File: src/rtl/multi_jitter_pattern_builder_macros.svh
// Assertion macros used by the pattern builder datapath.
`ifndef MULTI_JITTER_PATTERN_BUILDER_MACROS_SVH
`define MULTI_JITTER_PATTERN_BUILDER_MACROS_SVH

// The consequent must hold in the same cycle as the antecedent.
`define MJP_ASSERT_SAME(lbl, ante, cons, msg) \
  lbl: assert property (@(posedge clk) disable iff (rst) (ante) |-> (cons)) else $error(msg);

// The consequent must hold in the cycle after the antecedent.
`define MJP_ASSERT_NEXT(lbl, ante, cons, msg) \
  lbl: assert property (@(posedge clk) disable iff (rst) (ante) |=> (cons)) else $error(msg);

`endif

File: src/rtl/mjp_pkg.sv
// Package with the types, constants and codes of the pattern builder.
`default_nettype none
package mjp_pkg;

  localparam int MAX_GRID_LOG2_DEF = 4;
  localparam int CFG_W = 3;
  localparam int FRAC_W = 16;
  localparam int IDX_W = 8;
  localparam logic [CFG_W-1:0] GRID_LOG2_RESET = 3'd2;
  localparam int RAM_WIDTH_DEF = 16;
  localparam int RAM_DEPTH_DEF = 256;

  localparam logic KIND_FRACTION = 1'b0;
  localparam logic KIND_READ = 1'b1;

  typedef struct packed {
    logic kind;
    logic [FRAC_W-1:0] random_fraction;
    logic [IDX_W-1:0] read_index;
  } in_item_t;

  typedef struct packed {
    logic [FRAC_W-1:0] sample_u;
    logic [FRAC_W-1:0] sample_v;
    logic pattern_ready;
  } out_item_t;

  typedef enum logic [2:0] {
    ST_IDLE,
    ST_GEN,
    ST_SWAP_RD,
    ST_SWAP_WA,
    ST_SWAP_WB,
    ST_READ,
    ST_READ_WAIT
  } state_t;

  typedef struct packed {
    logic latch;
    logic cfg_write;
    logic gen_write;
    logic swap_read;
    logic swap_write_a;
    logic swap_write_b;
    logic read_issue;
    logic result_load;
  } cmd_t;

  typedef struct packed {
    logic shuffle;
    logic result_free;
  } status_t;

endpackage
`default_nettype wire

File: src/rtl/mjp_ctrl.sv
// Controller state machine that sequences item handling and store accesses.
`default_nettype none
module mjp_ctrl
  import mjp_pkg::*;
(
  input  wire logic    clk,
  input  wire logic    rst,
  input  wire logic    item_valid,
  input  wire logic    item_kind,
  input  wire logic    cfg_valid,
  input  wire status_t sts,
  output logic         item_ready,
  output logic         cfg_ready,
  output cmd_t         cmd
);

  state_t state;
  state_t state_next;

  always_ff @(posedge clk) begin
    if (rst) begin
      state <= ST_IDLE;
    end else begin
      state <= state_next;
    end
  end

  always_comb begin
    state_next = state;
    unique case (state)
      ST_IDLE: begin
        if (!cfg_valid && item_valid) begin
          if (item_kind == KIND_READ) begin
            state_next = ST_READ;
          end else if (sts.shuffle) begin
            state_next = ST_SWAP_RD;
          end else begin
            state_next = ST_GEN;
          end
        end
      end
      ST_GEN:       state_next = ST_IDLE;
      ST_SWAP_RD:   state_next = ST_SWAP_WA;
      ST_SWAP_WA:   state_next = ST_SWAP_WB;
      ST_SWAP_WB:   state_next = ST_IDLE;
      ST_READ:      state_next = ST_READ_WAIT;
      ST_READ_WAIT: begin
        if (sts.result_free) begin
          state_next = ST_IDLE;
        end
      end
      default:      state_next = ST_IDLE;
    endcase
  end

  always_comb begin
    cmd = '0;
    item_ready = 1'b0;
    cfg_ready = 1'b0;
    unique case (state)
      ST_IDLE: begin
        cfg_ready = 1'b1;
        item_ready = !cfg_valid;
        cmd.cfg_write = cfg_valid;
        cmd.latch = item_valid && !cfg_valid;
      end
      ST_GEN:       cmd.gen_write = 1'b1;
      ST_SWAP_RD:   cmd.swap_read = 1'b1;
      ST_SWAP_WA:   cmd.swap_write_a = 1'b1;
      ST_SWAP_WB:   cmd.swap_write_b = 1'b1;
      ST_READ:      cmd.read_issue = 1'b1;
      ST_READ_WAIT: cmd.result_load = sts.result_free;
      default:      cmd = '0;
    endcase
  end

endmodule
`default_nettype wire

File: config.mk
export PLATFORM = sky130hd
export DESIGN_NAME = mjp_ctrl
export DESIGN_NICKNAME = d
export VERILOG_FILES = /design/src/rtl/multi_jitter_pattern_builder_macros.svh /design/src/rtl/mjp_pkg.sv /design/src/rtl/mjp_ctrl.sv
export SDC_FILE = /design/constraint.sdc
export NUM_CORES = 1
export LEC_CHECK = 0
export BUFFER_PORTS_ARGS = -buffer_cell sky130_fd_sc_hd__clkbuf_2
export CORE_AREA = 2 2 39 41
export DETAILED_ROUTE_END_ITERATION = 16
export DIE_AREA = 0 0 41 43
export PLACE_DENSITY = 0.4
export SLEW_MARGIN = 5
export SYNTH_ARGS = -nofsm -noshare
export SYNTH_HDL_FRONTEND = slang
export SYNTH_SLANG_ARGS = --single-unit
File: constraint.sdc
create_clock -name clk -period 1.5 [get_ports clk]
set_input_delay 0.15 -clock clk [delete_from_list [all_inputs] [get_ports clk]]
set_output_delay 0.15 -clock clk [all_outputs]
set_load 0.005 [all_outputs]
After elaboration in Yosys (flattened, before gate mapping)
Index checks and enable logic that the tools add are counted.
Word-level totals
  register bits after elaboration: 3
  memories: 0
  bits in latches: 0
  memory bits (writable): 0
  logic and storage cells: 27
  bits in read-only memories: 0
  input port bits: 7
Operators by class
  bitwise operators: 0
  reductions and logical operators: 4
  multiply operators: 0
  equality and inequality tests: 8
  add/subtract/negate cells: 0
  div/mod/pow operators: 0
  shifts and indexed selects: 0
  multiplexer cells: 14
  magnitude comparators: 0
Operator list (count)
  $pmux 3 s5: 1
  $eq 3x3->1 const B: 3
  $mux 3: 3
  $mux 1: 8
  $eq 3x2->1 const B: 2
  $mux 2: 2
  $ne 2x2->1 const B: 2
  $eq 3x1->1 const B: 1
  $logic_not 3->1: 1
  $reduce_and 2->1: 1
  $logic_and 1x1->1: 1
  $logic_not 1->1: 1

Longest topological paths before layout
Gate-level depths: netlist of the first run.
  depth after elaboration: 4
  mapped depth: 4
  depth with buffers taken out: 3

Least setup slack after synthesis of the first run
Ideal clock, no wire load.
  path type: register to register
  from: register state[1]
  to: register state[2]
  setup slack: 0.335 ns
  buffers on the path: 1
  stages on the path, launching flop included: 5
  library setup time: 0.088 ns
  arrival time: 1.077 ns
  cell sequence: dfxtp_1 -> buf_6 -> inv_4 -> or3_4 -> a311oi_2
On the way
  cells in the longest elaborated chain, start to end: 3
  elaborated cells between the ends (all ways): 9
  classes of those cells: eq/ne (6); mux (1); reduce/logical (2)
RTL lines
  start, declared: RTL line mjp_ctrl.sv:17  | state_t state;
  start signal, assigned: RTL line mjp_ctrl.sv:24  | state <= state_next;
  $eq 3x3->1 or $logic_not 3->1 (tied branches): RTL line mjp_ctrl.sv:30  | unique case (state)
  $ne 2x2->1 (no source line)
  $reduce_and 2->1 (no source line)
Several ways; a longest one is shown, not always the timed one.
A chain may end at the register's enable or synchronous reset.

==> results of run 1 <==
per-stage QoR:
step                      setup slack, ns  instance area, µm²  utilization  total power, W
after floorplan                     0.335                 250            -        0.000154
after detailed placement            0.316                 347        0.250        0.000194
after global placement              0.296                 347        0.250        0.000194
final                               0.155                 378        0.273        0.000335
after global routing               0.0382                 378        0.273        0.000363
after CTS                          0.0619                 373        0.269        0.000342
worst paths after layout:
path | from | endpoint | slack, ns | cells past startpoint
min reg2reg | state[2] | state[0] | 0.63 | 2
max | state[0] | cmd[7] | 0.15 | 3
min | rst | state[0] | 0.10 | 2
max reg2reg | state[1] | state[2] | 0.30 | 3
routing by layer:
metal / GRT usage / up-vias / wire, µm
li1: - / 153 / -
met1: 0.116 / 132 / 309
met2: 0.125 / 12 / 284
met3: 0.0471 / 2 / 74
met4: 0.0600 / 0 / 11
met5: 0 / - / 0
cell type report:
| type | instances | share of cell area |
|---|---|---|
| flip-flops and latches | 3 | 0.159 |
| multi-input cells | 23 | 0.430 |
| well taps | 16 | 0.0530 |
| repair buffers | 18 | 0.252 |
| inverters | 3 | 0.0364 |
| clock buffers | 4 | 0.0695 |
kinds of logic after synthesis:
| family | synth area share |
|---|---|
| AOI/OAI and AO/OA | 0.210 |
| and+or+nand+nor | 0.420 |
| buffers and inverters | 0.130 |
| DFF | 0.240 |
placed cells by master (no fill, tap or decap), drive strengths merged:
master,instances
and4b,1
a211o,1
nor4,2
nand3,1
a211oi,1
a21o,1
and2,1
a31oi,2
inv,3
nand2,2
nor2,2
buf,2
clkbuf,20
and3,1
nand2b,2
a311oi,1
nor3,2
or3,1
nor3b,2
dfxtp,3
worst max-delay path, stage by stage, from the launching register on:
cell      delay (ns)
dfxtp_1         0.57
nor3_2          0.10
and3_1          0.19
clkbuf_2        0.10
power groups by stage:
stage,clock [W],combinational (W),sequential (W)
global route,0.000157,0.000108,0.0000985
finish,0.000142,0.0000958,0.0000972
CTS,0.000150,0.0000964,0.0000963
floorplan,0,0.0000627,0.0000912
detailed placement,0,0.0000963,0.0000974
global placement,0,0.0000958,0.0000978
==> results.md, run 1 <==
* Drt total wl at 678 µm
* Final period utilization at 0.897
* Core area at 1380 µm²
* GP Congestion at 0.672
* CTS tree: done
* Post-DR wirelength/cell at 10.1 µm
* Yosys cell types at 21
* Largest Register: state
* TritonRoute pass-1 iters at 3
* Yosys warns at 0
* Kind of critical path: reg2out
* PD cells at 886 nW/µm²
* Vias post-DR at 299
* CTS HTree Levels at 1
* Crit path arrival time at 1.20 ns
* Clock Latency Late Sink at 0.23 ns
* Relative slew slack at 0.721
* Hold-fix buffers, CTS at 0
* Synth area leader: dfxtp_1
* Layout cells sized above 1 at 0.529
* GRT Util Overall at 0.0944
* Top cells by area, synth: dfxtp_1 (24%), a311oi_2 (6.0%), nor3b_1 (6.0%), a31oi_1 (5.0%), nand2b_1 (5.0%)
* Layout Cells excl Fill at 67
* Die area at 1760 µm²
* Final hold vios at 0
* Area share of the leading cell type in the synthesized netlist at 0.240
* Ports at 17
* Clk sink count at 3
* Number of synthesized flops with an enable pin at 0
* Seq pwr share at 0.291
* Min Hold Slack at 0.100 ns
* Post-DP HPWL at 529 µm
* Multi-input gate area at 163 µm²
* Worst Max-Slew Pin Slew at 0.417 ns
* Post-synth ARST share at 0
* Final setup fails at 0
* Clock network fraction of total power at 0.423
* RSZ-0062 raised after global routing: no
* Number of flip-flops under the largest register name at 3
* Crit end category: primary output
* Worst-path clk slew at 0.04 ns
* Via-to-Cell Ratio at 4.46
* # diodes at 0
* Die Wd at 41 µm
* Register area share after synthesis at 0.240
* Synthesized instance count at 32
* Post-Place Cells at 63
* Mapped Nets at 39
* Initial antenna violation count at 0
* P_int at 0.000236 W
* First-pass GRT wire length at 1110 µm
* Starting DRC count in detailed routing at 3
* Num rows at 14
* Switch Pwr at 0.0000982 W
* Max rail drop VDD at 0.000216 V
* Leakage at 0.189 nW
* Vias in the first global route at 263
* Max clock buf depth at 2
* Period minus WS final at 1.35 ns
* Req. time, crit path at 1.35 ns
* Top flop regs: state x3
* Final max-slew violation count at 0
* Layout area overhead at 51.0%
* Net Sw Frac at 0.293
* Worst Clk Skew at 0.00131 ns
* Max-cap violations at 0
* Total negative slack at 0 ns
* Drc violations at 0
* Post-CTS Setup Repair Bufs at 0
* Die Span Y at 43 µm
* Num CTS Buffers at 3
* Mapped Area at 250 µm²
* CP Max Fanout at 13
* Nets at 59
* Fmax at 0.743 GHz
* Outcome: finished, final reports clean
* Largest net degree at the start of global routing at 14
* Root Driver: clkbuf_4
* Seq cells post-synth at 3
* Post-route ant nets at 0
* Startpoint Class: flop
* Syn avg cell area at 7.82 µm²
* Starting Density at 0.181
* # fillers at 166
* Sequential Area at 60.1 µm²
* Main flop type after synthesis: dfxtp_1
* Total congestion overflow at 0
* I/O Buffers at 16
* Comb pwr share at 0.286
* Post-CTS Resized at 0
* Min-Delay Path Class: in2reg
* Most frequent cell after synthesis: dfxtp_1
Power figures use the tool's default switching activity.
==> run 2, diff against run 1 <==
CORE_AREA = 10 10 47 49   (was 2 2 39 41)
DIE_AREA = 0 0 57 59   (was 0 0 41 43)
==> run 2 against run 1 <==
  * Setup slack worse by 0.0078 ns
  * Clock skew is essentially flat
  * Highest routed layer is now met3
  * Critical path depth is the same
==> results.md, run 2 (same netlist as run 1, synthesis figures left out) <==
* Commonest cells after routing, fill and taps aside: clkbuf_2 (16), clkbuf_4 (3), dfxtp_1 (3)
* Hold path startpoint: rst
* Min-Delay Path Class: in2reg
* Final hold vios at 0 (unchanged)
* Drc violations at 0 (unchanged)
* Final setup fails at 0 (unchanged)
* GRT Util Overall at 0.0501 (-0.0443)
* Via-to-Cell Ratio at 4.43 (-0.67%)
* CP Max Fanout at 13 (unchanged)
* Starting DRC count in detailed routing at 6 (+3)
* Vias post-DR at 297 (-0.67%)
* Final max-slew violation count at 0 (unchanged)
* Crit path arrival time at 1.20 ns (about the same)
* Die area at 3360 µm² (+91%)
* I/O Buffers at 16 (unchanged)
* Core area at 1400 µm² (+1.3%)
* RSZ-0062 raised after global routing: no
* Worst r2r path cells at 3 (unchanged)
* Post-DP HPWL at 648 µm (+22%)
* Largest Register: state
* TritonRoute pass-1 iters at 4 (+1)
* Nets at 59 (unchanged)
* Layout cells sized above 1 at 0.529 (unchanged)
* Leakage at 0.189 nW (unchanged)
* PD cells at 880 nW/µm² (-0.59%)
* Req. time, crit path at 1.35 ns (about the same)
* GP Congestion at 0.715 (+6.5%)
* Num CTS Buffers at 3 (unchanged)
* Fmax at 0.739 GHz (-0.57%)
* Final period utilization at 0.902 (+0.00518)
* Layout area overhead at 51.0% (unchanged)
* Die Span Y at 59 µm (+37%)
* Commonest non-fill, non-tap cell in the layout: clkbuf_2
* Outcome: finished, final reports clean
* Worst-path cell chain: nor3_2 > and3_1 > clkbuf_2
* FF-to-FF End: state[2]
* Layout Cells excl Fill at 67 (unchanged)
* Hold-fix buffers, CTS at 0 (unchanged)
* Drt total wl at 784 µm (+16%)
* Largest net degree at the start of global routing at 14 (unchanged)
* Clock Latency Late Sink at 0.23 ns (about the same)
* Initial antenna violation count at 0 (unchanged)
* Root Driver: clkbuf_4
* Hold EP: state[0]
* Clk sink count at 3 (unchanged)
* Max clock buf depth at 2 (unchanged)
* Period minus WS final at 1.35 ns (+0.00777 ns)
* CTS HTree Levels at 1 (unchanged)
* Biggest cell delay along the critical path at 0.57 ns (about the same)
* Post-route ant nets at 0 (unchanged)
* Reg2reg setup slack at 0.30 ns (about the same)
* Post-DR wirelength/cell at 11.7 µm (+16%)
* Beginning of the critical path: state[0]
* R2R Path Start: state[1]
* CTS tree: done
* Worst Clk Skew at 0.00123 ns (-0.0000803 ns)
* Vias in the first global route at 309 (+17%)
* Min Hold Slack at 0.115 ns (+0.0151 ns)
* Total congestion overflow at 0 (unchanged)
* Max-cap violations at 0 (unchanged)
* Startpoint Class: flop
* # diodes at 0 (unchanged)
* Crit end category: primary output
* Overall power at 0.000333 W (-0.59%)
* Ports at 17 (unchanged)
* Top flop regs: state x3
* Starting Density at 0.179 (-0.00226)
* First-pass GRT wire length at 1320 µm (+19%)
* Number of flip-flops under the largest register name at 3 (unchanged)
* Max rail drop VDD at 0.000192 V (-11%)
* Num rows at 14 (unchanged)
* Worst Max-Slew Pin Slew at 0.419 ns (+0.00147 ns)
* Total negative slack at 0 ns (unchanged)
* Post-Place Cells at 63 (unchanged)
* Die Wd at 57 µm (+39%)
* Kind of critical path: reg2out
* Worst-path clk slew at 0.04 ns (about the same)
* Hold path depth at 2 (unchanged)
* Cell at the slowest stage of the critical path: dfxtp_1
* Relative slew slack at 0.720 (-0.000981)
[run 2: how the worst max path moves through the flow]
stage	to	cells past startpoint
floorplan	state[2]	4
global placement	state[2]	3
detailed placement	cmd[7]	3
CTS	cmd[7]	3
global route	cmd[5]	3
finish	cmd[7]	3
[run 2: per-stage QoR]
stage                     instance area (µm²)  setup WS (ns)   util
after floorplan                           250          0.335      -
after global placement                    347          0.292  0.247
after detailed placement                  347          0.283  0.247
after CTS                                 373         0.0380  0.266
after global routing                      378         0.0509  0.270
final                                     378          0.147  0.270
[run 2: power by group]
group / leakage, nW / internal [W] / switching, W
registers: 0.0245 / 0.0000866 / 0.0000107
logic: 0.150 / 0.0000502 / 0.0000476
clock network: 0.0150 / 0.0000995 / 0.0000381
[run 2: layout make-up]
class                           instances  area (µm²)
Fill cell                             164        1020
Sequential cell                         3        60.1
Inverter                                3        13.8
Multi-Input combinational cell         23         163
Clock buffer                            4        26.3
Tap cell                               16        20.0
Timing Repair Buffer                   18        95.1
[run 2: worst max-delay path: cells and delay by family, from the launching register on]
kind,cells,cell delay [ns]
buffers and inverters,1,0.11
flip-flops,1,0.57
AND/OR/NAND/NOR,2,0.30
[run 2: layer usage]
layer	vias to the layer above	track usage	wire (µm)
li1	155	-	-
met3	0	0.0343	71
met2	11	0.0744	362
met4	0	0.0403	0
met1	131	0.0473	350
met5	-	0	0
[run 2: repair_timing]
item                       4_1_cts  5_1_grt
buffers inserted                 0        0
setup endpoints to repair        0        2
resized for setup                0        1
